$ cat src/rtl/core/aec_pkg.sv
// aec_pkg: shared types, constants and tables of the ambisonic coefficient encoder
// holds payload structs, cordic arctangent table and the harmonic step sequence
// no dependencies
package aec_pkg;

   typedef struct packed {
      logic signed [15:0] azimuth;
      logic signed [15:0] elevation;
   } req_type;

   typedef struct packed {
      logic [3:0]         channel;
      logic signed [23:0] coefficient;
      logic               last;
   } rsp_type;

   typedef struct packed {
      logic [1:0]       order;
      logic             mode_3d;
      logic [15:0]      gain;
      logic [3:0][15:0] weight;
   } cfg_type;

   // q30 sines and cosines of the five angles, only the sine for twice the elevation
   typedef struct packed {
      logic signed [31:0] ca;
      logic signed [31:0] sa;
      logic signed [31:0] c2a;
      logic signed [31:0] s2a;
      logic signed [31:0] c3a;
      logic signed [31:0] s3a;
      logic signed [31:0] ce;
      logic signed [31:0] se;
      logic signed [31:0] s2e;
   } trig_type;

   localparam int OPW          = 34;
   localparam int CORDIC_STEPS = 30;
   localparam int NUM_H        = 16;

   localparam logic signed [OPW-1:0] Q30_ONE     = 34'sd1073741824;
   localparam logic signed [OPW-1:0] CORDIC_GAIN = 34'sd652032874;
   localparam logic signed [OPW-1:0] K_S32       = 34'sd929887697;
   localparam logic signed [OPW-1:0] K_S58       = 34'sd848867446;
   localparam logic signed [OPW-1:0] K_S152      = 34'sd2079292101;
   localparam logic signed [OPW-1:0] K_S38       = 34'sd657529896;

   // register indexes
   localparam logic [2:0] CSR_ORDER   = 3'd0;
   localparam logic [2:0] CSR_MODE_3D = 3'd1;
   localparam logic [2:0] CSR_GAIN    = 3'd2;
   localparam logic [2:0] CSR_WEIGHT0 = 3'd3;
   localparam logic [2:0] CSR_WEIGHT1 = 3'd4;
   localparam logic [2:0] CSR_WEIGHT2 = 3'd5;
   localparam logic [2:0] CSR_WEIGHT3 = 3'd6;

   // operand sources of the harmonic sequencer
   localparam logic [4:0] SRC_ZERO = 5'd0;
   localparam logic [4:0] SRC_CA   = 5'd1;
   localparam logic [4:0] SRC_SA   = 5'd2;
   localparam logic [4:0] SRC_C2A  = 5'd3;
   localparam logic [4:0] SRC_S2A  = 5'd4;
   localparam logic [4:0] SRC_C3A  = 5'd5;
   localparam logic [4:0] SRC_S3A  = 5'd6;
   localparam logic [4:0] SRC_CE   = 5'd7;
   localparam logic [4:0] SRC_SE   = 5'd8;
   localparam logic [4:0] SRC_S2E  = 5'd9;
   localparam logic [4:0] SRC_CE2  = 5'd10;
   localparam logic [4:0] SRC_CE3  = 5'd11;
   localparam logic [4:0] SRC_F5   = 5'd12;
   localparam logic [4:0] SRC_F3   = 5'd13;
   localparam logic [4:0] SRC_T    = 5'd14;
   localparam logic [4:0] SRC_H1   = 5'd15;
   localparam logic [4:0] SRC_H3   = 5'd16;
   localparam logic [4:0] SRC_K32  = 5'd17;
   localparam logic [4:0] SRC_K58  = 5'd18;
   localparam logic [4:0] SRC_K152 = 5'd19;
   localparam logic [4:0] SRC_K38  = 5'd20;

   // destinations
   localparam logic [2:0] DST_CE2  = 3'd0;
   localparam logic [2:0] DST_CE3  = 3'd1;
   localparam logic [2:0] DST_SE2  = 3'd2;
   localparam logic [2:0] DST_T    = 3'd3;
   localparam logic [2:0] DST_H    = 3'd4;
   localparam logic [2:0] DST_HALF = 3'd5;

   localparam logic [4:0] LAST_STEP_3D = 5'd27;
   localparam logic [4:0] LAST_STEP_2D = 5'd8;

   typedef struct packed {
      logic [4:0] src_a;
      logic [4:0] src_b;
      logic [2:0] dst;
      logic [3:0] hidx;
   } step_type;

   function automatic step_type mk(input logic [4:0] a, input logic [4:0] b,
                                   input logic [2:0] d, input logic [3:0] h);
      step_type s;
      s.src_a = a;
      s.src_b = b;
      s.dst   = d;
      s.hidx  = h;
      return s;
   endfunction

   function automatic step_type harm_step(input logic [4:0] step, input logic mode_3d);
      step_type s;
      s = mk(SRC_ZERO, SRC_ZERO, DST_T, 4'd0);
      case (step)
         5'd0: s = mk(SRC_CE, SRC_CE, DST_CE2, 4'd0);
         5'd1: s = mk(SRC_CE2, SRC_CE, DST_CE3, 4'd0);
         5'd2: s = mk(SRC_SE, SRC_SE, DST_SE2, 4'd0);
         default: begin
            if (mode_3d) begin
               case (step)
                  5'd3:  s = mk(SRC_SA, SRC_CE, DST_H, 4'd1);
                  5'd4:  s = mk(SRC_CA, SRC_CE, DST_H, 4'd3);
                  5'd5:  s = mk(SRC_S2A, SRC_CE2, DST_T, 4'd0);
                  5'd6:  s = mk(SRC_K32, SRC_T, DST_H, 4'd4);
                  5'd7:  s = mk(SRC_SA, SRC_S2E, DST_T, 4'd0);
                  5'd8:  s = mk(SRC_K32, SRC_T, DST_H, 4'd5);
                  5'd9:  s = mk(SRC_CA, SRC_S2E, DST_T, 4'd0);
                  5'd10: s = mk(SRC_K32, SRC_T, DST_H, 4'd7);
                  5'd11: s = mk(SRC_C2A, SRC_CE2, DST_T, 4'd0);
                  5'd12: s = mk(SRC_K32, SRC_T, DST_H, 4'd8);
                  5'd13: s = mk(SRC_S3A, SRC_CE3, DST_T, 4'd0);
                  5'd14: s = mk(SRC_K58, SRC_T, DST_H, 4'd9);
                  5'd15: s = mk(SRC_S2A, SRC_SE, DST_T, 4'd0);
                  5'd16: s = mk(SRC_T, SRC_CE2, DST_T, 4'd0);
                  5'd17: s = mk(SRC_K152, SRC_T, DST_H, 4'd10);
                  5'd18: s = mk(SRC_H1, SRC_F5, DST_T, 4'd0);
                  5'd19: s = mk(SRC_K38, SRC_T, DST_H, 4'd11);
                  5'd20: s = mk(SRC_SE, SRC_F3, DST_HALF, 4'd12);
                  5'd21: s = mk(SRC_H3, SRC_F5, DST_T, 4'd0);
                  5'd22: s = mk(SRC_K38, SRC_T, DST_H, 4'd13);
                  5'd23: s = mk(SRC_C2A, SRC_SE, DST_T, 4'd0);
                  5'd24: s = mk(SRC_T, SRC_CE2, DST_T, 4'd0);
                  5'd25: s = mk(SRC_K152, SRC_T, DST_H, 4'd14);
                  5'd26: s = mk(SRC_C3A, SRC_CE3, DST_T, 4'd0);
                  5'd27: s = mk(SRC_K58, SRC_T, DST_H, 4'd15);
                  default: s = mk(SRC_ZERO, SRC_ZERO, DST_T, 4'd0);
               endcase
            end else begin
               case (step)
                  5'd3: s = mk(SRC_CA, SRC_CE, DST_H, 4'd1);
                  5'd4: s = mk(SRC_SA, SRC_CE, DST_H, 4'd2);
                  5'd5: s = mk(SRC_C2A, SRC_CE2, DST_H, 4'd3);
                  5'd6: s = mk(SRC_S2A, SRC_CE2, DST_H, 4'd4);
                  5'd7: s = mk(SRC_C3A, SRC_CE3, DST_H, 4'd5);
                  5'd8: s = mk(SRC_S3A, SRC_CE3, DST_H, 4'd6);
                  default: s = mk(SRC_ZERO, SRC_ZERO, DST_T, 4'd0);
               endcase
            end
         end
      endcase
      return s;
   endfunction

   function automatic logic [29:0] atan_tab(input logic [4:0] i);
      logic [29:0] v;
      case (i)
         5'd0:  v = 30'h20000000;
         5'd1:  v = 30'h12E4051E;
         5'd2:  v = 30'h09FB385B;
         5'd3:  v = 30'h051111D4;
         5'd4:  v = 30'h028B0D43;
         5'd5:  v = 30'h0145D7E1;
         5'd6:  v = 30'h00A2F61E;
         5'd7:  v = 30'h00517C55;
         5'd8:  v = 30'h0028BE53;
         5'd9:  v = 30'h00145F2F;
         5'd10: v = 30'h000A2F98;
         5'd11: v = 30'h000517CC;
         5'd12: v = 30'h00028BE6;
         5'd13: v = 30'h000145F3;
         5'd14: v = 30'h0000A2FA;
         5'd15: v = 30'h0000517D;
         5'd16: v = 30'h000028BE;
         5'd17: v = 30'h0000145F;
         5'd18: v = 30'h00000A30;
         5'd19: v = 30'h00000518;
         5'd20: v = 30'h0000028C;
         5'd21: v = 30'h00000146;
         5'd22: v = 30'h000000A3;
         5'd23: v = 30'h00000051;
         5'd24: v = 30'h00000029;
         5'd25: v = 30'h00000014;
         5'd26: v = 30'h0000000A;
         5'd27: v = 30'h00000005;
         5'd28: v = 30'h00000003;
         5'd29: v = 30'h00000001;
         default: v = 30'h0;
      endcase
      return v;
   endfunction

endpackage

$ cat src/rtl/core/aec_front.sv
// aec_front: input side, turns directions into phases and queues them
// two-entry queue between the input channel and the cordic unit
// depends on aec_pkg
module aec_front #(
   parameter int ANGLE_WIDTH = 16
) (
   input  logic                   clock,
   input  logic                   reset,
   input  logic                   req_valid,
   output logic                   req_stall,
   input  aec_pkg::req_type       req_data,
   output logic                   q_valid,
   output logic [ANGLE_WIDTH-1:0] q_az,
   output logic [ANGLE_WIDTH-1:0] q_el,
   input  logic                   q_pop
);
   import aec_pkg::*;

   logic [ANGLE_WIDTH-1:0] az_ff [2];
   logic [ANGLE_WIDTH-1:0] el_ff [2];
   logic                   wr_ptr_ff, wr_ptr_in;
   logic                   rd_ptr_ff, rd_ptr_in;
   logic [1:0]             count_ff, count_in;
   logic [31:0]            az_full, el_full;
   logic                   push;

   // phase keeps the top bits of a 32-bit turn
   assign az_full = {req_data.azimuth, 16'h0000};
   assign el_full = {req_data.elevation, 16'h0000};

   assign req_stall = (count_ff == 2'd2);
   assign push      = req_valid && !req_stall;
   assign q_valid   = (count_ff != 2'd0);
   assign q_az      = az_ff[rd_ptr_ff];
   assign q_el      = el_ff[rd_ptr_ff];

   always_comb begin
      wr_ptr_in = wr_ptr_ff ^ push;
      rd_ptr_in = rd_ptr_ff ^ q_pop;
      count_in  = count_ff + {1'b0, push} - {1'b0, q_pop};
   end

   always_ff @(posedge clock) begin
      if (reset) begin
         wr_ptr_ff <= 1'b0;
         rd_ptr_ff <= 1'b0;
         count_ff  <= 2'd0;
      end else begin
         wr_ptr_ff <= wr_ptr_in;
         rd_ptr_ff <= rd_ptr_in;
         count_ff  <= count_in;
      end
   end

   always_ff @(posedge clock) begin
      if (push) begin
         az_ff[wr_ptr_ff] <= az_full[31 -: ANGLE_WIDTH];
         el_ff[wr_ptr_ff] <= el_full[31 -: ANGLE_WIDTH];
      end
   end

   assert property (@(posedge clock) disable iff (reset) count_ff != 2'd3)
      else $error("direction queue count out of range");

endmodule

$ cat config.mk
export PLATFORM = sky130hd
export DESIGN_NAME = aec_front
export DESIGN_NICKNAME = d
export VERILOG_FILES = /design/src/rtl/core/aec_pkg.sv /design/src/rtl/core/aec_front.sv
export SDC_FILE = /design/constraint.sdc
export NUM_CORES = 1
export LEC_CHECK = 0
export ABC_AREA = 1
export BUFFER_PORTS_ARGS = -buffer_cell sky130_fd_sc_hd__buf_2
export CAP_MARGIN = 15
export CORE_MARGIN = 2
export CORE_UTILIZATION = 35
export CTS_BUF_LIST = sky130_fd_sc_hd__clkbuf_4
export CTS_CLUSTER_DIAMETER = 80
export DETAILED_ROUTE_END_ITERATION = 10
export GPL_TIMING_DRIVEN = 0
export SETUP_SLACK_MARGIN = 0.4
export SLEW_MARGIN = 20
export SYNTH_ARGS = -nofsm -noshare
export SYNTH_HDL_FRONTEND = slang
export SYNTH_SLANG_ARGS = --single-unit
$ cat constraint.sdc
create_clock -name clock -period 2.77 [get_ports clock]
set_input_delay 0 -clock clock [delete_from_list [all_inputs] [get_ports clock]]
set_output_delay 0 -clock clock [all_outputs]
set_load 0.01 [all_outputs]
==> flow_metrics.py <==
metrics = {
    "logic_synthesis": {
        "syn_avg_cell_area_um2": 20.8,
        "yosysWarnings": 0,
        "seq_area_frac_synth_pct": 74.6,
        "synthCells": 129,
        "synth-seq-cells": 68,
        "yosysUniqueCellTypes": 15,
        "synth_fp_nets": 169,
        "syn_area_um2": 2680,
    },
    "floorplan": {
        "die_w_um": 91.5,
        "rows": 31,
        "ioPinCount": 70,
        "die_h_um": 91.5,
        "initial_utilization_pct": 36.6,
        "dieArea_um2": 8380,
        "coreArea_um2": 7330,
    },
    "route": {
        "finalWirelength_mm": 4.66,
        "avgViaCountPerCell": 4.16,
        "vias": 1453,
        "drt_pre_antenna_iters": 4,
        "drt_iter0_markers": 55,
        "drc": 0,
        "ant_nets": 0,
        "routedWlPerCell_um": 13.3,
    },
    "outcome": {
        "status": "complete, no violations",
    },
    "cells_and_area": {
        "final_cells": 349,
        "drive_above_1_share_pct": 50.0,
        "final_cell_mix": "buf_2, edfxtp_1, dlygate4sd3_1",
        "nFillCells": 634,
        "diodes": 0,
        "area_growth_syn_to_layout_pct": 37.8,
        "fin_nets": 285,
        "final_common_cell": "buf_2",
    },
    "sta": {
        "setup_viol": 0,
        "relSlewSlack_pct": 80.6,
        "period_minus_slack_ns": 1.55,
        "rsz0062_at_grt": "false",
        "maxSlewViolCount": 0,
        "clock.fmax_mhz": 645,
        "hold_viol": 0,
        "fin_skew_ns": 0.00987,
        "fin_tns_setup_ns": 0,
        "final.period_utilization_pct": 56.0,
        "worst_pin_slew_ns": 0.288,
    },
    "pwr": {
        "max-vdd-ir-drop_v": 0.000352,
        "power_density_nw_per_um2": 660,
        "power_mw": 2.44,
        "p_leak_nw": 1.49,
    },
    "global_routing": {
        "grt_max_degree": 26,
        "grt_pass1_wl_mm": 7.24,
        "overflow": 0,
        "antenna_found_initial": 0,
        "track_usage_pct": 11.7,
        "grt_pass1_vias": 1520,
    },
    "worst_setup_path": {
        "crit_fanout": 25,
        "startpoint_type": "register",
        "path_class": "register to register",
        "required_ns": 2.87,
        "crit_arrival_ns": 1.66,
        "cp-end-kind": "register",
    },
    "clock_network": {
        "htreeDepth": 3,
        "cts_buffer_depth": 2,
        "cts.sink_count": 68,
        "numCtsBuffers": 9,
        "cts_tree": "built",
        "clk_latency_ns": 0.40,
        "post_cts_resized": 0,
        "cts_root_buf": "clkbuf_4",
        "clk_pin_slew_ns": 0.11,
    },
    "worst_hold_path": {
        "hold_path.class": "primary input to register",
    },
    "run": {
        "cap_violations": 0,
    },
    "place": {
        "portBuffers": 69,
        "dp_cells": 299,
        "gp_congestion": 0.625,
        "hpwl_mm": 2.86,
    },
}
## cell usage after synthesis (all sizes together)
cell / count / area [um2]
dfxtp: 4 / 80.1
mux2: 32 / 469
edfxtp: 64 / 1920
nand3: 1 / 5.00
buf: 4 / 71.3
o21ai: 1 / 5.00
ha: 4 / 50.1
a21oi: 1 / 5.00
xnor2: 1 / 8.76
nor2: 5 / 18.8
inv: 8 / 30.0
nand2: 3 / 11.3
or2: 1 / 6.26
## stage by stage
stage	utilization, %	cell area, um2	hold slack, ns	setup slack (ns)
floorplan	-	2680	0.0667	0.991
global placement	43.0	3150	0.187	0.445
finish	50.4	3700	0.121	1.22
CTS	50.4	3700	0.0491	1.22
detailed placement	43.6	3200	0.192	1.25
global route	50.4	3700	0.118	1.11
## layer usage
metal | wire length, um | vias to the layer above | track usage [%]
li1 | - | 718 | -
met1 | 2020 | 671 | 12.8
met2 | 2260 | 58 | 19.9
met3 | 340 | 6 | 5.81
met4 | 40 | 0 | 3.79
met5 | 0 | - | 0
## where the power goes
group          switching (mW)  internal [mW]  leakage (nW)
logic                   0.214          0.254         0.783
registers              0.0260           1.24         0.630
clock network           0.340          0.361        0.0756
total                   0.580           1.86          1.49
## kinds of logic after synthesis
logic type      Yosys count  synth area share [%]
flops                    68                  74.6
mux                      32                  17.5
buf+inv                  12                  3.78
simple gates             10                  1.54
fa+ha+maj                 4                  1.87
compound gates            2                 0.373
xor+xnor                  1                 0.327
## worst max-delay path, cell delays in order (launching register included)
cell     delay (ns)
dfxtp_1        0.33
inv_1          0.10
o21ai_0        0.14
inv_1          0.11
ha_2           0.33
buf_12         0.24
## what timing repair did
action                                 in CTS  in global routing
buffers inserted                            0                  0
endpoints found under the hold margin      68                  0
hold buffers                               34                  0
## worst paths after layout
check	startpoint	endpoint	slack, ns	cells past startpoint
worst max-delay path	count_ff[1]$_SDFF_PP0_	el_ff[0][8]$_DFFE_PP_	1.22	5
worst min-delay path	req_valid	wr_ptr_ff$_SDFF_PP0_	0.12	5
worst max register to register	count_ff[1]$_SDFF_PP0_	el_ff[0][8]$_DFFE_PP_	1.22	5
worst min register to register	wr_ptr_ff$_SDFF_PP0_	wr_ptr_ff$_SDFF_PP0_	0.59	3
## state kept, by name, summed over array words and instances (netlist names)
name / count
az_ff: 32
count_ff: 2
el_ff: 32
rd_ptr_ff: 1
wr_ptr_ff: 1
## cell type report
class / instances / area (um2) / share of cell area (%)
Sequential cell: 68 / 2000 / 54.2
Timing Repair Buffer: 105 / 726 / 19.6
Multi-Input combinational cell: 49 / 584 / 15.8
Tap cell: 99 / 124 / 3.35
Clock inverter: 7 / 91.3 / 2.47
Buffer: 4 / 71.3 / 1.93
Clock buffer: 9 / 67.6 / 1.83
Inverter: 8 / 30.0 / 0.812
Note: power is estimated with default switching activity, not from simulation.
