### src/rtl/core/aec_pkg.sv
// aec_pkg: shared types, constants and tables of the ambisonic coefficient encoder
// holds payload structs, cordic arctangent table and the harmonic step sequence
// no dependencies
package aec_pkg;

   typedef struct packed {
      logic signed [15:0] azimuth;
      logic signed [15:0] elevation;
   } req_type;

   typedef struct packed {
      logic [3:0]         channel;
      logic signed [23:0] coefficient;
      logic               last;
   } rsp_type;

   typedef struct packed {
      logic [1:0]       order;
      logic             mode_3d;
      logic [15:0]      gain;
      logic [3:0][15:0] weight;
   } cfg_type;

   // q30 sines and cosines of the five angles, only the sine for twice the elevation
   typedef struct packed {
      logic signed [31:0] ca;
      logic signed [31:0] sa;
      logic signed [31:0] c2a;
      logic signed [31:0] s2a;
      logic signed [31:0] c3a;
      logic signed [31:0] s3a;
      logic signed [31:0] ce;
      logic signed [31:0] se;
      logic signed [31:0] s2e;
   } trig_type;

   localparam int OPW          = 34;
   localparam int CORDIC_STEPS = 30;
   localparam int NUM_H        = 16;

   localparam logic signed [OPW-1:0] Q30_ONE     = 34'sd1073741824;
   localparam logic signed [OPW-1:0] CORDIC_GAIN = 34'sd652032874;
   localparam logic signed [OPW-1:0] K_S32       = 34'sd929887697;
   localparam logic signed [OPW-1:0] K_S58       = 34'sd848867446;
   localparam logic signed [OPW-1:0] K_S152      = 34'sd2079292101;
   localparam logic signed [OPW-1:0] K_S38       = 34'sd657529896;

   // register indexes
   localparam logic [2:0] CSR_ORDER   = 3'd0;
   localparam logic [2:0] CSR_MODE_3D = 3'd1;
   localparam logic [2:0] CSR_GAIN    = 3'd2;
   localparam logic [2:0] CSR_WEIGHT0 = 3'd3;
   localparam logic [2:0] CSR_WEIGHT1 = 3'd4;
   localparam logic [2:0] CSR_WEIGHT2 = 3'd5;
   localparam logic [2:0] CSR_WEIGHT3 = 3'd6;

   // operand sources of the harmonic sequencer
   localparam logic [4:0] SRC_ZERO = 5'd0;
   localparam logic [4:0] SRC_CA   = 5'd1;
   localparam logic [4:0] SRC_SA   = 5'd2;
   localparam logic [4:0] SRC_C2A  = 5'd3;
   localparam logic [4:0] SRC_S2A  = 5'd4;
   localparam logic [4:0] SRC_C3A  = 5'd5;
   localparam logic [4:0] SRC_S3A  = 5'd6;
   localparam logic [4:0] SRC_CE   = 5'd7;
   localparam logic [4:0] SRC_SE   = 5'd8;
   localparam logic [4:0] SRC_S2E  = 5'd9;
   localparam logic [4:0] SRC_CE2  = 5'd10;
   localparam logic [4:0] SRC_CE3  = 5'd11;
   localparam logic [4:0] SRC_F5   = 5'd12;
   localparam logic [4:0] SRC_F3   = 5'd13;
   localparam logic [4:0] SRC_T    = 5'd14;
   localparam logic [4:0] SRC_H1   = 5'd15;
   localparam logic [4:0] SRC_H3   = 5'd16;
   localparam logic [4:0] SRC_K32  = 5'd17;
   localparam logic [4:0] SRC_K58  = 5'd18;
   localparam logic [4:0] SRC_K152 = 5'd19;
   localparam logic [4:0] SRC_K38  = 5'd20;

   // destinations
   localparam logic [2:0] DST_CE2  = 3'd0;
   localparam logic [2:0] DST_CE3  = 3'd1;
   localparam logic [2:0] DST_SE2  = 3'd2;
   localparam logic [2:0] DST_T    = 3'd3;
   localparam logic [2:0] DST_H    = 3'd4;
   localparam logic [2:0] DST_HALF = 3'd5;

   localparam logic [4:0] LAST_STEP_3D = 5'd27;
   localparam logic [4:0] LAST_STEP_2D = 5'd8;

   typedef struct packed {
      logic [4:0] src_a;
      logic [4:0] src_b;
      logic [2:0] dst;
      logic [3:0] hidx;
   } step_type;

   function automatic step_type mk(input logic [4:0] a, input logic [4:0] b,
                                   input logic [2:0] d, input logic [3:0] h);
      step_type s;
      s.src_a = a;
      s.src_b = b;
      s.dst   = d;
      s.hidx  = h;
      return s;
   endfunction

   function automatic step_type harm_step(input logic [4:0] step, input logic mode_3d);
      step_type s;
      s = mk(SRC_ZERO, SRC_ZERO, DST_T, 4'd0);
      case (step)
         5'd0: s = mk(SRC_CE, SRC_CE, DST_CE2, 4'd0);
         5'd1: s = mk(SRC_CE2, SRC_CE, DST_CE3, 4'd0);
         5'd2: s = mk(SRC_SE, SRC_SE, DST_SE2, 4'd0);
         default: begin
            if (mode_3d) begin
               case (step)
                  5'd3:  s = mk(SRC_SA, SRC_CE, DST_H, 4'd1);
                  5'd4:  s = mk(SRC_CA, SRC_CE, DST_H, 4'd3);
                  5'd5:  s = mk(SRC_S2A, SRC_CE2, DST_T, 4'd0);
                  5'd6:  s = mk(SRC_K32, SRC_T, DST_H, 4'd4);
                  5'd7:  s = mk(SRC_SA, SRC_S2E, DST_T, 4'd0);
                  5'd8:  s = mk(SRC_K32, SRC_T, DST_H, 4'd5);
                  5'd9:  s = mk(SRC_CA, SRC_S2E, DST_T, 4'd0);
                  5'd10: s = mk(SRC_K32, SRC_T, DST_H, 4'd7);
                  5'd11: s = mk(SRC_C2A, SRC_CE2, DST_T, 4'd0);
                  5'd12: s = mk(SRC_K32, SRC_T, DST_H, 4'd8);
                  5'd13: s = mk(SRC_S3A, SRC_CE3, DST_T, 4'd0);
                  5'd14: s = mk(SRC_K58, SRC_T, DST_H, 4'd9);
                  5'd15: s = mk(SRC_S2A, SRC_SE, DST_T, 4'd0);
                  5'd16: s = mk(SRC_T, SRC_CE2, DST_T, 4'd0);
                  5'd17: s = mk(SRC_K152, SRC_T, DST_H, 4'd10);
                  5'd18: s = mk(SRC_H1, SRC_F5, DST_T, 4'd0);
                  5'd19: s = mk(SRC_K38, SRC_T, DST_H, 4'd11);
                  5'd20: s = mk(SRC_SE, SRC_F3, DST_HALF, 4'd12);
                  5'd21: s = mk(SRC_H3, SRC_F5, DST_T, 4'd0);
                  5'd22: s = mk(SRC_K38, SRC_T, DST_H, 4'd13);
                  5'd23: s = mk(SRC_C2A, SRC_SE, DST_T, 4'd0);
                  5'd24: s = mk(SRC_T, SRC_CE2, DST_T, 4'd0);
                  5'd25: s = mk(SRC_K152, SRC_T, DST_H, 4'd14);
                  5'd26: s = mk(SRC_C3A, SRC_CE3, DST_T, 4'd0);
                  5'd27: s = mk(SRC_K58, SRC_T, DST_H, 4'd15);
                  default: s = mk(SRC_ZERO, SRC_ZERO, DST_T, 4'd0);
               endcase
            end else begin
               case (step)
                  5'd3: s = mk(SRC_CA, SRC_CE, DST_H, 4'd1);
                  5'd4: s = mk(SRC_SA, SRC_CE, DST_H, 4'd2);
                  5'd5: s = mk(SRC_C2A, SRC_CE2, DST_H, 4'd3);
                  5'd6: s = mk(SRC_S2A, SRC_CE2, DST_H, 4'd4);
                  5'd7: s = mk(SRC_C3A, SRC_CE3, DST_H, 4'd5);
                  5'd8: s = mk(SRC_S3A, SRC_CE3, DST_H, 4'd6);
                  default: s = mk(SRC_ZERO, SRC_ZERO, DST_T, 4'd0);
               endcase
            end
         end
      endcase
      return s;
   endfunction

   function automatic logic [29:0] atan_tab(input logic [4:0] i);
      logic [29:0] v;
      case (i)
         5'd0:  v = 30'h20000000;
         5'd1:  v = 30'h12E4051E;
         5'd2:  v = 30'h09FB385B;
         5'd3:  v = 30'h051111D4;
         5'd4:  v = 30'h028B0D43;
         5'd5:  v = 30'h0145D7E1;
         5'd6:  v = 30'h00A2F61E;
         5'd7:  v = 30'h00517C55;
         5'd8:  v = 30'h0028BE53;
         5'd9:  v = 30'h00145F2F;
         5'd10: v = 30'h000A2F98;
         5'd11: v = 30'h000517CC;
         5'd12: v = 30'h00028BE6;
         5'd13: v = 30'h000145F3;
         5'd14: v = 30'h0000A2FA;
         5'd15: v = 30'h0000517D;
         5'd16: v = 30'h000028BE;
         5'd17: v = 30'h0000145F;
         5'd18: v = 30'h00000A30;
         5'd19: v = 30'h00000518;
         5'd20: v = 30'h0000028C;
         5'd21: v = 30'h00000146;
         5'd22: v = 30'h000000A3;
         5'd23: v = 30'h00000051;
         5'd24: v = 30'h00000029;
         5'd25: v = 30'h00000014;
         5'd26: v = 30'h0000000A;
         5'd27: v = 30'h00000005;
         5'd28: v = 30'h00000003;
         5'd29: v = 30'h00000001;
         default: v = 30'h0;
      endcase
      return v;
   endfunction

endpackage

### src/rtl/core/aec_cordic.sv
// aec_cordic: five-lane iterative cordic, one rotation step per cycle on all lanes
// lanes take azimuth, 2x, 3x azimuth, elevation and 2x elevation
// depends on aec_pkg
module aec_cordic #(
   parameter int ANGLE_WIDTH = 16
) (
   input  logic                   clock,
   input  logic                   reset,
   input  logic                   start,
   input  logic [ANGLE_WIDTH-1:0] az_ph,
   input  logic [ANGLE_WIDTH-1:0] el_ph,
   output logic                   idle,
   output logic                   done,
   input  logic                   take,
   output aec_pkg::trig_type      trig
);
   import aec_pkg::*;

   localparam int LANES = 5;

   logic signed [OPW-1:0] x_ff [LANES];
   logic signed [OPW-1:0] y_ff [LANES];
   logic signed [OPW-1:0] z_ff [LANES];
   logic [LANES-1:0]      neg_ff;
   logic [4:0]            idx_ff;
   logic                  busy_ff, done_ff;
   logic [31:0]           pa32, pe32;
   logic [31:0]           ph [LANES];
   logic signed [OPW-1:0] atan_val;

   function automatic logic signed [31:0] finish(input logic signed [OPW-1:0] v,
                                                 input logic n);
      logic signed [OPW-1:0] r;
      r = v;
      if (v > Q30_ONE)
         r = Q30_ONE;
      if (v < -Q30_ONE)
         r = -Q30_ONE;
      if (n)
         r = -r;
      return r[31:0];
   endfunction

   assign pa32 = {az_ph, {(32-ANGLE_WIDTH){1'b0}}};
   assign pe32 = {el_ph, {(32-ANGLE_WIDTH){1'b0}}};

   always_comb begin
      ph[0] = pa32;
      ph[1] = pa32 << 1;
      ph[2] = pa32 + (pa32 << 1);
      ph[3] = pe32;
      ph[4] = pe32 << 1;
   end

   assign atan_val = {4'b0000, atan_tab(idx_ff)};
   assign idle     = !busy_ff && !done_ff;
   assign done     = done_ff;

   always_ff @(posedge clock) begin
      if (reset) begin
         busy_ff <= 1'b0;
         done_ff <= 1'b0;
         idx_ff  <= 5'd0;
      end else begin
         if (start && idle) begin
            busy_ff <= 1'b1;
            idx_ff  <= 5'd0;
         end else if (busy_ff) begin
            idx_ff <= idx_ff + 5'd1;
            if (idx_ff == 5'(CORDIC_STEPS - 1)) begin
               busy_ff <= 1'b0;
               done_ff <= 1'b1;
            end
         end else if (done_ff && take) begin
            done_ff <= 1'b0;
         end
      end
   end

   for (genvar l = 0; l < LANES; l++) begin : g_lane
      logic        neg;
      logic [31:0] adj;
      assign neg = ph[l][31] ^ ph[l][30];
      assign adj = neg ? (ph[l] + 32'h8000_0000) : ph[l];

      always_ff @(posedge clock) begin
         if (start && idle) begin
            // fold the half turn around zero, flip signs at the end
            neg_ff[l] <= neg;
            x_ff[l]   <= CORDIC_GAIN;
            y_ff[l]   <= '0;
            z_ff[l]   <= {{2{adj[31]}}, adj};
         end else if (busy_ff) begin
            if (!z_ff[l][OPW-1]) begin
               x_ff[l] <= x_ff[l] - (y_ff[l] >>> idx_ff);
               y_ff[l] <= y_ff[l] + (x_ff[l] >>> idx_ff);
               z_ff[l] <= z_ff[l] - atan_val;
            end else begin
               x_ff[l] <= x_ff[l] + (y_ff[l] >>> idx_ff);
               y_ff[l] <= y_ff[l] - (x_ff[l] >>> idx_ff);
               z_ff[l] <= z_ff[l] + atan_val;
            end
         end
      end
   end

   always_comb begin
      trig.ca  = finish(x_ff[0], neg_ff[0]);
      trig.sa  = finish(y_ff[0], neg_ff[0]);
      trig.c2a = finish(x_ff[1], neg_ff[1]);
      trig.s2a = finish(y_ff[1], neg_ff[1]);
      trig.c3a = finish(x_ff[2], neg_ff[2]);
      trig.s3a = finish(y_ff[2], neg_ff[2]);
      trig.ce  = finish(x_ff[3], neg_ff[3]);
      trig.se  = finish(y_ff[3], neg_ff[3]);
      trig.s2e = finish(y_ff[4], neg_ff[4]);
   end

   assert property (@(posedge clock) disable iff (reset) !(busy_ff && done_ff))
      else $error("cordic busy and done together");

   assert property (@(posedge clock) disable iff (reset)
      (busy_ff && idx_ff == 5'(CORDIC_STEPS - 1)) |=> done_ff)
      else $error("cordic did not finish after the last step");

endmodule

### config.mk
export PLATFORM = sky130hd
export DESIGN_NAME = aec_cordic
export DESIGN_NICKNAME = d
export VERILOG_FILES = /design/src/rtl/core/aec_pkg.sv /design/src/rtl/core/aec_cordic.sv
export SDC_FILE = /design/constraint.sdc
export NUM_CORES = 2
export LEC_CHECK = 0
export BUFFER_PORTS_ARGS = -buffer_cell sky130_fd_sc_hd__buf_2
export CAP_MARGIN = 20
export CORE_ASPECT_RATIO = 1.25
export CORE_MARGIN = 4
export CORE_UTILIZATION = 59
export DETAILED_ROUTE_END_ITERATION = 10
export GPL_ROUTABILITY_DRIVEN = 1
export HOLD_SLACK_MARGIN = 0.02
export PLACE_DENSITY = 0.79
export SLEW_MARGIN = 5
export SYNTH_ARGS = -nofsm -noshare
export SYNTH_HDL_FRONTEND = slang
export SYNTH_SLANG_ARGS = --single-unit
### constraint.sdc
create_clock -name clock -period 6.77 [get_ports clock]
set_input_delay 2.031 -clock clock [delete_from_list [all_inputs] [get_ports clock]]
set_output_delay 2.031 -clock clock [all_outputs]
set_load 0.01 [all_outputs]
==> results.sh <==
export IMPL_nNetsFinal=13500
export IMPL_rows=162
export IMPL_crit_path_max_incr_delay_ns=0.60
export IMPL_clk_latency_ns=0.75
export IMPL_grt_use_total=0.392
export IMPL_crit_arrival_ns=7.10
export IMPL_timing_fmax_mhz=150
export IMPL_crit_path_start_kind="flip-flop"
export IMPL_min_period_over_period=0.985
export IMPL_crit_top_cell="buf_4"
export IMPL_route_detailed_drc=0
export IMPL_start_util=0.596
export IMPL_first_iter_violations=11900
export IMPL_final_cell_mix="nor2_1 (1,480), nand2_1 (1,374), a21oi_1 (1,120)"
export IMPL_async_flop_share=0
export IMPL_h_tree_depth=3
export IMPL_ys_seq_elements=552
export IMPL_fin_cells=14600
export IMPL_finalHoldViolCount=0
export IMPL_seq_area_frac_synth=0.174
export IMPL_setup_viol=0
export IMPL_dp_hpwl_um=255000
export IMPL_syn_avg_cell_area_um2=7.47
export IMPL_core_um2=156000
export IMPL_drive_gt1_frac=0.121
export IMPL_ir_drop_mv=0.269
export IMPL_path_clk_slew_ns=0.06
export IMPL_area_growth_pct=8.57
export IMPL_routed_via_density=6.74
export IMPL_syn_nets=13400
export IMPL_synth_cells=12500
export IMPL_outcome="complete, no violations"
export IMPL_skew_ns=0.0710
export IMPL_multi_input_area_um2=71400
export IMPL_port_buffers=325
export IMPL_gr_total_overflow=0
export IMPL_synth_edff_count=515
export IMPL_finish_utilization=0.647
export IMPL_gp_congestion=1.05
export IMPL_crit_path_end_kind="flip-flop"
export IMPL_fillers=13800
export IMPL_worst_pin_slew_ns=1.16
export IMPL_seq_area_um2=16200
export IMPL_grt_max_degree=168
export IMPL_period_minus_slack_ns=6.67
export IMPL_totalWireLength_um=341000
export IMPL_critical_path_class="flip-flop to flip-flop"
export IMPL_antenna_found_initial=13
export IMPL_synth_ff_type="edfxtp_1"
export IMPL_cts_made_buffers=73
export IMPL_dp_slack_ns=-0.0474
export IMPL_path_max_fanout=7
export IMPL_clock_path_buffers=3
export IMPL_ant_nets=0
export IMPL_grt_pass1_vias=93100
export IMPL_vias=98600
export IMPL_grt_pass1_wl_um=519000
export IMPL_die_y_um=452
export IMPL_root_buffer="clkbuf_16"
export IMPL_ys_warn_count=0
export IMPL_ios=326
export IMPL_die_x_um=363
export IMPL_slew_viol_final=0
export IMPL_place_inst=14400
export IMPL_final_setup_worst_slack_ns=0.101
export IMPL_layout_commonest_cell="nor2_1"
export IMPL_min_path_type="flip-flop to flip-flop"
export IMPL_relSlewSlack=0.225
export IMPL_synth_area_um2=93100
export IMPL_critPathSlowestCell="mux4_2"
export IMPL_die_area_um2=164000
export IMPL_critPathRequiredTime_ns=7.20
export IMPL_clock_sinks=552
export IMPL_synth_cell_type_count=102
export IMPL_firstDrtPassIters=9
export IMPL_rsz0062_at_grt="yes"
export IMPL_cts_tree="done"
export IMPL_cts_hold_buf=0
export IMPL_total_power_mw=39.3
export IMPL_p_leak_nw=43.2
export IMPL_drv_cap=0
export IMPL_post_drt_wl_per_cell_um=23.3
export IMPL_powerDensity_nw_per_um2=389
==> Yosys cell counts (111+ instances only) <==
| library cell | count | area (µm²) |
|---|---|---|
| o21ai_0 | 846 | 4230 |
| edfxtp_1 | 515 | 15500 |
| nand2b_1 | 156 | 976 |
| a211oi_1 | 175 | 1310 |
| nand3_1 | 186 | 931 |
| ha_1 | 906 | 11300 |
| nor2_1 | 1487 | 5580 |
| mux4_2 | 226 | 5090 |
| nor2b_1 | 151 | 945 |
| mux2_2 | 123 | 1390 |
| o21bai_1 | 164 | 1230 |
| mux2i_1 | 304 | 3040 |
| o31ai_1 | 138 | 1040 |
| xor2_1 | 293 | 2570 |
| a21o_1 | 199 | 1490 |
| or3_1 | 111 | 694 |
| a21oi_1 | 1126 | 5640 |
| clkbuf_1 | 656 | 2460 |
| a31oi_1 | 115 | 719 |
| nor3_1 | 330 | 1650 |
| o21a_1 | 211 | 1580 |
| buf_1 | 117 | 439 |
| nand2_1 | 1383 | 5190 |
| inv_1 | 733 | 2750 |
| xnor2_1 | 412 | 3610 |
==> sequential cells by signal, summed over array words and instances (netlist names) <==
name / flops
x_ff: 170
y_ff: 170
z_ff: 170
atan_val: 30
idx_ff: 5
neg_ff: 5
busy_ff: 1
done: 1
==> layer usage <==
| metal | global-route usage | routed length [µm] |
|---|---|---|
| met5 | 0 | 73 |
| met4 | 0.235 | 23700 |
| met3 | 0.0660 | 35600 |
| met2 | 0.635 | 152000 |
| met1 | 0.491 | 129000 |
==> critical path: cells and delay by family, from the launching register on <==
kind,cells,cell delay [ns]
adder cells (fa/ha/maj),2,0.56
AO/OA/AOI/OAI,8,2.15
XOR/XNOR,2,0.46
flip-flops,1,0.35
AND/OR/NAND/NOR,7,1.02
buffers and inverters,7,1.25
multiplexers,1,0.60
==> power breakdown <==
group / switching (mW) / total (mW) / internal, mW / leakage [nW]
clock network: 1.85 / 4.06 / 2.21 / 1.14
logic: 17.3 / 28.9 / 11.6 / 36.7
registers: 1.45 / 6.35 / 4.90 / 5.39
==> what timing repair did <==
action	4_1_cts	5_1_grt
gates resized for setup	43	87
cloned	1	1
buffers inserted	11	31
pin swaps	6	25
endpoints found under the setup margin	83	139
==> per-stage QoR <==
stage,hold WS [ns],area [µm²],TNS (ns)
global route,0.552,101000,-0.245
floorplan,0.508,93100,0
detailed placement,0.519,97700,-0.0671
CTS,0.529,100000,-0.0460
finish,0.521,101000,0
global placement,0.485,97700,-0.0332
==> path summary, 6_finish.rpt <==
path | depth (start not counted) | slack [ns] | to | startpoint
setup / recovery | 27 | 0.10 | y_ff[4][32] | idx_ff[1]
hold / removal | 2 | 0.52 | done | done
setup reg to reg | 27 | 0.10 | y_ff[4][32] | idx_ff[1]
hold reg to reg | 2 | 0.52 | done | done
==> cells by family after synthesis <==
group,after synthesis,synth area share
AND/OR/NAND/NOR,4325,0.210
AO/OA/AOI/OAI,3712,0.253
buffers and inverters,1571,0.0646
adder cells (fa/ha/maj),934,0.128
XOR/XNOR,705,0.0663
multiplexers,660,0.104
flip-flops,552,0.174
==> final cells by class <==
cell class                      instances  area share
Clock buffer                           99      0.0196
Inverter                              745      0.0280
Antenna cell                            3   0.0000743
Sequential cell                       552       0.161
Tap cell                             2050      0.0254
Multi-Input combinational cell      10300       0.707
Clock inverter                         34     0.00395
Timing Repair Buffer                  810      0.0553
No activity file was read; power rests on OpenSTA's default activity.
