==> src/rtl/core/aec_pkg.sv <==
// aec_pkg: shared types, constants and tables of the ambisonic coefficient encoder
// holds payload structs, cordic arctangent table and the harmonic step sequence
// no dependencies
package aec_pkg;

   typedef struct packed {
      logic signed [15:0] azimuth;
      logic signed [15:0] elevation;
   } req_type;

   typedef struct packed {
      logic [3:0]         channel;
      logic signed [23:0] coefficient;
      logic               last;
   } rsp_type;

   typedef struct packed {
      logic [1:0]       order;
      logic             mode_3d;
      logic [15:0]      gain;
      logic [3:0][15:0] weight;
   } cfg_type;

   // q30 sines and cosines of the five angles, only the sine for twice the elevation
   typedef struct packed {
      logic signed [31:0] ca;
      logic signed [31:0] sa;
      logic signed [31:0] c2a;
      logic signed [31:0] s2a;
      logic signed [31:0] c3a;
      logic signed [31:0] s3a;
      logic signed [31:0] ce;
      logic signed [31:0] se;
      logic signed [31:0] s2e;
   } trig_type;

   localparam int OPW          = 34;
   localparam int CORDIC_STEPS = 30;
   localparam int NUM_H        = 16;

   localparam logic signed [OPW-1:0] Q30_ONE     = 34'sd1073741824;
   localparam logic signed [OPW-1:0] CORDIC_GAIN = 34'sd652032874;
   localparam logic signed [OPW-1:0] K_S32       = 34'sd929887697;
   localparam logic signed [OPW-1:0] K_S58       = 34'sd848867446;
   localparam logic signed [OPW-1:0] K_S152      = 34'sd2079292101;
   localparam logic signed [OPW-1:0] K_S38       = 34'sd657529896;

   // register indexes
   localparam logic [2:0] CSR_ORDER   = 3'd0;
   localparam logic [2:0] CSR_MODE_3D = 3'd1;
   localparam logic [2:0] CSR_GAIN    = 3'd2;
   localparam logic [2:0] CSR_WEIGHT0 = 3'd3;
   localparam logic [2:0] CSR_WEIGHT1 = 3'd4;
   localparam logic [2:0] CSR_WEIGHT2 = 3'd5;
   localparam logic [2:0] CSR_WEIGHT3 = 3'd6;

   // operand sources of the harmonic sequencer
   localparam logic [4:0] SRC_ZERO = 5'd0;
   localparam logic [4:0] SRC_CA   = 5'd1;
   localparam logic [4:0] SRC_SA   = 5'd2;
   localparam logic [4:0] SRC_C2A  = 5'd3;
   localparam logic [4:0] SRC_S2A  = 5'd4;
   localparam logic [4:0] SRC_C3A  = 5'd5;
   localparam logic [4:0] SRC_S3A  = 5'd6;
   localparam logic [4:0] SRC_CE   = 5'd7;
   localparam logic [4:0] SRC_SE   = 5'd8;
   localparam logic [4:0] SRC_S2E  = 5'd9;
   localparam logic [4:0] SRC_CE2  = 5'd10;
   localparam logic [4:0] SRC_CE3  = 5'd11;
   localparam logic [4:0] SRC_F5   = 5'd12;
   localparam logic [4:0] SRC_F3   = 5'd13;
   localparam logic [4:0] SRC_T    = 5'd14;
   localparam logic [4:0] SRC_H1   = 5'd15;
   localparam logic [4:0] SRC_H3   = 5'd16;
   localparam logic [4:0] SRC_K32  = 5'd17;
   localparam logic [4:0] SRC_K58  = 5'd18;
   localparam logic [4:0] SRC_K152 = 5'd19;
   localparam logic [4:0] SRC_K38  = 5'd20;

   // destinations
   localparam logic [2:0] DST_CE2  = 3'd0;
   localparam logic [2:0] DST_CE3  = 3'd1;
   localparam logic [2:0] DST_SE2  = 3'd2;
   localparam logic [2:0] DST_T    = 3'd3;
   localparam logic [2:0] DST_H    = 3'd4;
   localparam logic [2:0] DST_HALF = 3'd5;

   localparam logic [4:0] LAST_STEP_3D = 5'd27;
   localparam logic [4:0] LAST_STEP_2D = 5'd8;

   typedef struct packed {
      logic [4:0] src_a;
      logic [4:0] src_b;
      logic [2:0] dst;
      logic [3:0] hidx;
   } step_type;

   function automatic step_type mk(input logic [4:0] a, input logic [4:0] b,
                                   input logic [2:0] d, input logic [3:0] h);
      step_type s;
      s.src_a = a;
      s.src_b = b;
      s.dst   = d;
      s.hidx  = h;
      return s;
   endfunction

   function automatic step_type harm_step(input logic [4:0] step, input logic mode_3d);
      step_type s;
      s = mk(SRC_ZERO, SRC_ZERO, DST_T, 4'd0);
      case (step)
         5'd0: s = mk(SRC_CE, SRC_CE, DST_CE2, 4'd0);
         5'd1: s = mk(SRC_CE2, SRC_CE, DST_CE3, 4'd0);
         5'd2: s = mk(SRC_SE, SRC_SE, DST_SE2, 4'd0);
         default: begin
            if (mode_3d) begin
               case (step)
                  5'd3:  s = mk(SRC_SA, SRC_CE, DST_H, 4'd1);
                  5'd4:  s = mk(SRC_CA, SRC_CE, DST_H, 4'd3);
                  5'd5:  s = mk(SRC_S2A, SRC_CE2, DST_T, 4'd0);
                  5'd6:  s = mk(SRC_K32, SRC_T, DST_H, 4'd4);
                  5'd7:  s = mk(SRC_SA, SRC_S2E, DST_T, 4'd0);
                  5'd8:  s = mk(SRC_K32, SRC_T, DST_H, 4'd5);
                  5'd9:  s = mk(SRC_CA, SRC_S2E, DST_T, 4'd0);
                  5'd10: s = mk(SRC_K32, SRC_T, DST_H, 4'd7);
                  5'd11: s = mk(SRC_C2A, SRC_CE2, DST_T, 4'd0);
                  5'd12: s = mk(SRC_K32, SRC_T, DST_H, 4'd8);
                  5'd13: s = mk(SRC_S3A, SRC_CE3, DST_T, 4'd0);
                  5'd14: s = mk(SRC_K58, SRC_T, DST_H, 4'd9);
                  5'd15: s = mk(SRC_S2A, SRC_SE, DST_T, 4'd0);
                  5'd16: s = mk(SRC_T, SRC_CE2, DST_T, 4'd0);
                  5'd17: s = mk(SRC_K152, SRC_T, DST_H, 4'd10);
                  5'd18: s = mk(SRC_H1, SRC_F5, DST_T, 4'd0);
                  5'd19: s = mk(SRC_K38, SRC_T, DST_H, 4'd11);
                  5'd20: s = mk(SRC_SE, SRC_F3, DST_HALF, 4'd12);
                  5'd21: s = mk(SRC_H3, SRC_F5, DST_T, 4'd0);
                  5'd22: s = mk(SRC_K38, SRC_T, DST_H, 4'd13);
                  5'd23: s = mk(SRC_C2A, SRC_SE, DST_T, 4'd0);
                  5'd24: s = mk(SRC_T, SRC_CE2, DST_T, 4'd0);
                  5'd25: s = mk(SRC_K152, SRC_T, DST_H, 4'd14);
                  5'd26: s = mk(SRC_C3A, SRC_CE3, DST_T, 4'd0);
                  5'd27: s = mk(SRC_K58, SRC_T, DST_H, 4'd15);
                  default: s = mk(SRC_ZERO, SRC_ZERO, DST_T, 4'd0);
               endcase
            end else begin
               case (step)
                  5'd3: s = mk(SRC_CA, SRC_CE, DST_H, 4'd1);
                  5'd4: s = mk(SRC_SA, SRC_CE, DST_H, 4'd2);
                  5'd5: s = mk(SRC_C2A, SRC_CE2, DST_H, 4'd3);
                  5'd6: s = mk(SRC_S2A, SRC_CE2, DST_H, 4'd4);
                  5'd7: s = mk(SRC_C3A, SRC_CE3, DST_H, 4'd5);
                  5'd8: s = mk(SRC_S3A, SRC_CE3, DST_H, 4'd6);
                  default: s = mk(SRC_ZERO, SRC_ZERO, DST_T, 4'd0);
               endcase
            end
         end
      endcase
      return s;
   endfunction

   function automatic logic [29:0] atan_tab(input logic [4:0] i);
      logic [29:0] v;
      case (i)
         5'd0:  v = 30'h20000000;
         5'd1:  v = 30'h12E4051E;
         5'd2:  v = 30'h09FB385B;
         5'd3:  v = 30'h051111D4;
         5'd4:  v = 30'h028B0D43;
         5'd5:  v = 30'h0145D7E1;
         5'd6:  v = 30'h00A2F61E;
         5'd7:  v = 30'h00517C55;
         5'd8:  v = 30'h0028BE53;
         5'd9:  v = 30'h00145F2F;
         5'd10: v = 30'h000A2F98;
         5'd11: v = 30'h000517CC;
         5'd12: v = 30'h00028BE6;
         5'd13: v = 30'h000145F3;
         5'd14: v = 30'h0000A2FA;
         5'd15: v = 30'h0000517D;
         5'd16: v = 30'h000028BE;
         5'd17: v = 30'h0000145F;
         5'd18: v = 30'h00000A30;
         5'd19: v = 30'h00000518;
         5'd20: v = 30'h0000028C;
         5'd21: v = 30'h00000146;
         5'd22: v = 30'h000000A3;
         5'd23: v = 30'h00000051;
         5'd24: v = 30'h00000029;
         5'd25: v = 30'h00000014;
         5'd26: v = 30'h0000000A;
         5'd27: v = 30'h00000005;
         5'd28: v = 30'h00000003;
         5'd29: v = 30'h00000001;
         default: v = 30'h0;
      endcase
      return v;
   endfunction

endpackage

==> src/rtl/core/aec_harm.sv <==
// aec_harm: harmonic sequencer, one rounded q30 multiply per step
// builds the unscaled harmonics from the cordic results, sixteen in 3D mode, seven in 2D
// depends on aec_pkg
module aec_harm (
   input  logic                  clock,
   input  logic                  reset,
   input  logic                  start,
   input  logic                  mode_3d,
   input  aec_pkg::trig_type     trig,
   output logic                  idle,
   output logic                  done,
   input  logic                  take,
   output logic signed [33:0]    h [16]
);
   import aec_pkg::*;

   trig_type              trig_ff;
   logic                  mode_ff;
   logic [4:0]            step_ff;
   logic                  busy_ff, done_ff;
   logic signed [OPW-1:0] ce2_ff, ce3_ff, se2_ff, t_ff;
   logic signed [OPW-1:0] h_ff [NUM_H];
   step_type              uc;
   logic signed [OPW-1:0] op_a, op_b, f5, f3, h6_val, res;
   logic signed [2*OPW-1:0] prod, rnd;
   logic                  last_step;

   function automatic logic signed [OPW-1:0] sx(input logic signed [31:0] v);
      return {{(OPW-32){v[31]}}, v};
   endfunction

   function automatic logic signed [OPW-1:0] pick(input logic [4:0] code,
      input trig_type tr, input logic signed [OPW-1:0] ce2, input logic signed [OPW-1:0] ce3,
      input logic signed [OPW-1:0] f5v, input logic signed [OPW-1:0] f3v,
      input logic signed [OPW-1:0] t, input logic signed [OPW-1:0] h1,
      input logic signed [OPW-1:0] h3);
      logic signed [OPW-1:0] v;
      case (code)
         SRC_CA:   v = sx(tr.ca);
         SRC_SA:   v = sx(tr.sa);
         SRC_C2A:  v = sx(tr.c2a);
         SRC_S2A:  v = sx(tr.s2a);
         SRC_C3A:  v = sx(tr.c3a);
         SRC_S3A:  v = sx(tr.s3a);
         SRC_CE:   v = sx(tr.ce);
         SRC_SE:   v = sx(tr.se);
         SRC_S2E:  v = sx(tr.s2e);
         SRC_CE2:  v = ce2;
         SRC_CE3:  v = ce3;
         SRC_F5:   v = f5v;
         SRC_F3:   v = f3v;
         SRC_T:    v = t;
         SRC_H1:   v = h1;
         SRC_H3:   v = h3;
         SRC_K32:  v = K_S32;
         SRC_K58:  v = K_S58;
         SRC_K152: v = K_S152;
         SRC_K38:  v = K_S38;
         default:  v = '0;
      endcase
      return v;
   endfunction

   assign uc     = harm_step(step_ff, mode_ff);
   assign f5     = (se2_ff <<< 2) + se2_ff - Q30_ONE;
   assign f3     = (se2_ff <<< 2) + se2_ff - (Q30_ONE <<< 1) - Q30_ONE;
   assign h6_val = ((se2_ff <<< 1) + se2_ff - Q30_ONE) >>> 1;
   assign op_a   = pick(uc.src_a, trig_ff, ce2_ff, ce3_ff, f5, f3, t_ff, h_ff[1], h_ff[3]);
   assign op_b   = pick(uc.src_b, trig_ff, ce2_ff, ce3_ff, f5, f3, t_ff, h_ff[1], h_ff[3]);

   // round to nearest, ties upward
   assign prod = op_a * op_b;
   assign rnd  = (prod + 68'sd536870912) >>> 30;
   assign res  = rnd[OPW-1:0];

   assign last_step = (step_ff == (mode_ff ? LAST_STEP_3D : LAST_STEP_2D));
   assign idle      = !busy_ff && !done_ff;
   assign done      = done_ff;

   for (genvar i = 0; i < NUM_H; i++) begin : g_h
      assign h[i] = h_ff[i];
   end

   always_ff @(posedge clock) begin
      if (reset) begin
         busy_ff <= 1'b0;
         done_ff <= 1'b0;
         step_ff <= 5'd0;
      end else begin
         if (start && idle) begin
            busy_ff <= 1'b1;
            step_ff <= 5'd0;
         end else if (busy_ff) begin
            step_ff <= step_ff + 5'd1;
            if (last_step) begin
               busy_ff <= 1'b0;
               done_ff <= 1'b1;
            end
         end else if (done_ff && take) begin
            done_ff <= 1'b0;
         end
      end
   end

   always_ff @(posedge clock) begin
      if (start && idle) begin
         trig_ff <= trig;
         mode_ff <= mode_3d;
      end else if (busy_ff) begin
         case (uc.dst)
            DST_CE2:  ce2_ff <= res;
            DST_CE3:  ce3_ff <= res;
            DST_SE2:  se2_ff <= res;
            DST_T:    t_ff <= res;
            DST_H:    h_ff[uc.hidx] <= res;
            DST_HALF: h_ff[uc.hidx] <= res >>> 1;
            default:  t_ff <= res;
         endcase
         if (last_step) begin
            h_ff[0] <= Q30_ONE;
            if (mode_ff) begin
               h_ff[2] <= sx(trig_ff.se);
               h_ff[6] <= h6_val;
            end
         end
      end
   end

   assert property (@(posedge clock) disable iff (reset) !(busy_ff && done_ff))
      else $error("harmonic sequencer busy and done together");

endmodule

==> config.mk <==
export PLATFORM = sky130hd
export DESIGN_NAME = aec_harm
export DESIGN_NICKNAME = d
export VERILOG_FILES = /design/src/rtl/core/aec_pkg.sv /design/src/rtl/core/aec_harm.sv
export SDC_FILE = /design/constraint.sdc
export NUM_CORES = 2
export LEC_CHECK = 0
export ABC_AREA = 1
export BUFFER_PORTS_ARGS = -buffer_cell sky130_fd_sc_hd__buf_4
export CORE_MARGIN = 10
export CORE_UTILIZATION = 50
export CTS_CLUSTER_SIZE = 24
export DETAILED_ROUTE_END_ITERATION = 12
export PLACE_DENSITY = 0.71
export SYNTH_ARGS = -nofsm -noshare
export SYNTH_HDL_FRONTEND = slang
export SYNTH_SLANG_ARGS = --single-unit
==> constraint.sdc <==
create_clock -name clock -period 23.1 [get_ports clock]
set_input_delay 1.155 -clock clock [delete_from_list [all_inputs] [get_ports clock]]
set_output_delay 1.155 -clock clock [all_outputs]
set_load 0.02 [all_outputs]
==> flow_metrics.py <==
metrics = {
    "synthesis": {
        "synth-seq-cells": 992,
        "synth-seq-area-share": 0.350,
        "yosysWarnings": 0,
        "netlist_area_um2": 83500,
        "syn_inst": 8584,
        "synthesis.nets": 10375,
        "ys_types": 69,
        "async_flop_share": 0,
        "synth_flop_cell": "edfxtp_1",
        "syn_avg_cell_area_um2": 9.72,
        "synth_edf_count": 935,
    },
    "global_routing": {
        "grt_max_degree": 185,
        "antenna_found_initial": 29,
        "grt_pass1_wl_um": 540000,
        "grt_overflow": 0,
        "grt_pass1_vias": 70156,
        "grt_usage": 0.416,
    },
    "clock_tree": {
        "cts_max_path_buffers": 3,
        "clk_pin_slew_ns": 0.06,
        "numClockSinks": 992,
        "htreeDepth": 3,
        "postCtsSetupBuffers": 0,
        "cts_buffers": 102,
        "cts_tree": "yes",
        "cts_hold_buf": 0,
        "root_buffer": "clkbuf_16",
        "cts_resized": 0,
        "worst_skew_pair.late_latency_ns": 0.77,
    },
    "die": {
        "ios": 839,
        "coreArea_um2": 165000,
        "fp.dieArea_um2": 184000,
        "die_y_um": 429,
        "initial_core_util": 0.505,
        "rows": 149,
        "die_x_um": 429,
    },
    "worst_hold_path": {
        "min_path_type": "register to register",
        "worstHoldPathCells": 2,
        "worstHoldStart": "done",
        "whs_endpoint": "done",
    },
    "job": {
        "maxCapViolCount": 1,
    },
    "layout": {
        "finalInstanceArea_um2": 96300,
        "fillers": 14197,
        "fin_cells": 11693,
        "drive_gt1_frac": 0.143,
        "area_growth_pct": 15.4,
        "fin_nets": 11203,
    },
    "sta": {
        "period_share": 0.644,
        "fin_tns_setup_ns": 0,
        "slew-limit-headroom": 0.0191,
        "hold-worst-slack_ns": 0.508,
        "period_minus_slack_ns": 14.88,
        "worst_pin_slew_ns": 1.43,
        "rsz0062_at_grt": "false",
        "finalMaxSlewViolations": 0,
        "clock_skew_ns": 0.0800,
        "setup_viol": 0,
        "fmax_mhz": 67.2,
        "hold_viol_final": 0,
    },
    "place": {
        "hpwl_um": 306000,
        "dp.cells": 11496,
        "io_buffers": 838,
        "place_congestion": 1.08,
        "placed_area_um2": 93000,
    },
    "worst_setup_path": {
        "reg2regPathDepth": 49,
        "crit_required_ns": 23.65,
        "timing.rr.start": "step_ff[0]",
        "cp_max_fo": 18,
        "startpoint_type": "register",
        "crit_family": "simple AND/OR/NAND/NOR gates",
        "cp_common_cell": "inv_1",
        "criticalPathCategory": "register to register",
        "slowest_delay_ns": 0.99,
        "timing.rr.end": "h_ff[2][15]",
        "cpMaxStageDelayCell": "xor2_1",
        "end_kind": "register",
        "reg2reg_slack_ns": 8.22,
        "cp.arrival_ns": 15.43,
        "crit_buf_inv": 15,
    },
    "drt": {
        "ant_nets": 0,
        "dr.first_iter.drc_count": 9824,
        "wl_per_cell_um": 33.2,
        "wl_um": 389000,
        "viasPerCell": 5.97,
        "dr.pass1.iters": 9,
        "num_vias": 69826,
        "drc": 0,
    },
    "outcome": {
        "violations": "capacitance limit",
        "status": "complete, but fails checks",
    },
}
[registers in the layout (all words and copies together) (netlist names), named ones only]
name	cells
busy_ff	1
ce2_ff	34
ce3_ff	34
done	1
h_ff	544
mode_ff	1
se2_ff	34
step_ff	5
t_ff	34
trig_ff	288
[logic make-up (layout without fill, tap and decap cells)]
kind of cell,Yosys count,count (layout),share of synthesized area
multiplexers,1,1,0.000135
AND/OR/NAND/NOR,2865,2865,0.140
XOR/XNOR,80,80,0.00884
flip-flops,992,992,0.350
other,0,12,0
adder cells (fa/ha/maj),1498,1498,0.332
buffers and inverters,2284,3192,0.104
AO/OA/AOI/OAI,864,864,0.0648
[worst max-delay path by stage]
stage	startpoint	endpoint	slack [ns]	cells past startpoint
after CTS	step_ff[0]	h_ff[2][15]	8.64	49
final	step_ff[0]	h_ff[2][15]	8.22	49
after global placement	step_ff[0]	h_ff[2][15]	8.70	47
after floorplan	step_ff[1]	h_ff[2][24]	13.02	48
after global routing	step_ff[0]	h_ff[2][15]	8.11	52
after detailed placement	step_ff[0]	h_ff[2][15]	8.80	49
[metal layers]
layer | share of wire | track usage | up-vias | wire, um
met5 | 0.00020 | 0 | - | 77
met3 | 0.13 | 0.129 | 1223 | 50700
met1 | 0.36 | 0.534 | 34821 | 141000
met2 | 0.42 | 0.610 | 5424 | 165000
li1 | - | - | 28344 | -
met4 | 0.082 | 0.265 | 14 | 31900
[area by class of cell]
type / instances / area [um^2] / area share
Multi-Input combinational cell: 5308 / 45800 / 0.476
Sequential cell: 992 / 29200 / 0.303
Timing Repair Buffer: 1032 / 7760 / 0.0806
Inverter: 1976 / 7430 / 0.0772
Tap cell: 2189 / 2740 / 0.0284
Clock buffer: 127 / 2690 / 0.0279
Clock inverter: 57 / 588 / 0.00611
Antenna cell: 12 / 30.0 / 0.000312
[per-stage QoR]
step	worst slack, ns	util
floorplan	13.02	-
global placement	8.70	0.562
detailed placement	8.80	0.562
CTS	8.64	0.582
global route	8.11	0.582
finish	8.22	0.582
[synth_stat cells, types with 40 or more instances]
master | n | area, um^2
dfxtp_1 | 57 | 1140
nor2_1 | 507 | 1900
o21ai_0 | 222 | 1110
fa_1 | 1194 | 23900
inv_1 | 1939 | 7280
edfxtp_1 | 935 | 28100
o22ai_1 | 131 | 820
a21oi_1 | 221 | 1110
clkbuf_1 | 228 | 856
nand3_1 | 218 | 1090
ha_1 | 304 | 3800
nand4_1 | 40 | 250
buf_2 | 43 | 215
nand2_1 | 1943 | 7290
xor2_1 | 51 | 447
a221oi_1 | 57 | 499
[worst reg2reg max path, delay by kind of cell (launching register included)]
| family | cells | cell delay, ns |
|---|---|---|
| AO/OA/AOI/OAI | 5 | 1.57 |
| XOR/XNOR | 1 | 0.99 |
| adder cells (fa/ha/maj) | 10 | 4.54 |
| buffers and inverters | 15 | 2.18 |
| flip-flops | 1 | 0.42 |
| AND/OR/NAND/NOR | 18 | 4.99 |
[layout by cell type, fill, tap and decap left out, drive strengths merged, types with 12 or more instances in the layout]
cell	Yosys	final
a2111oi	32	32
a211oi	22	22
a21oi	224	224
a221oi	57	57
and3	14	14
buf	80	1031
clkbuf	228	128
clkinv	8	44
dfxtp	57	57
diode	0	12
edfxtp	935	935
fa	1194	1194
ha	304	304
inv	1968	1972
nand2	1977	1977
nand3	227	227
nand4	40	40
nor2	529	529
nor3	18	18
nor4	28	28
o2111ai	25	25
o211ai	16	16
o21a	21	21
o21ai	239	239
o21bai	29	29
o221ai	14	14
o22ai	131	131
xnor2	24	24
xor2	56	56
Power is not shown: default switching activity piles up to over one toggle a cycle in this logic, so the estimate is an artifact.
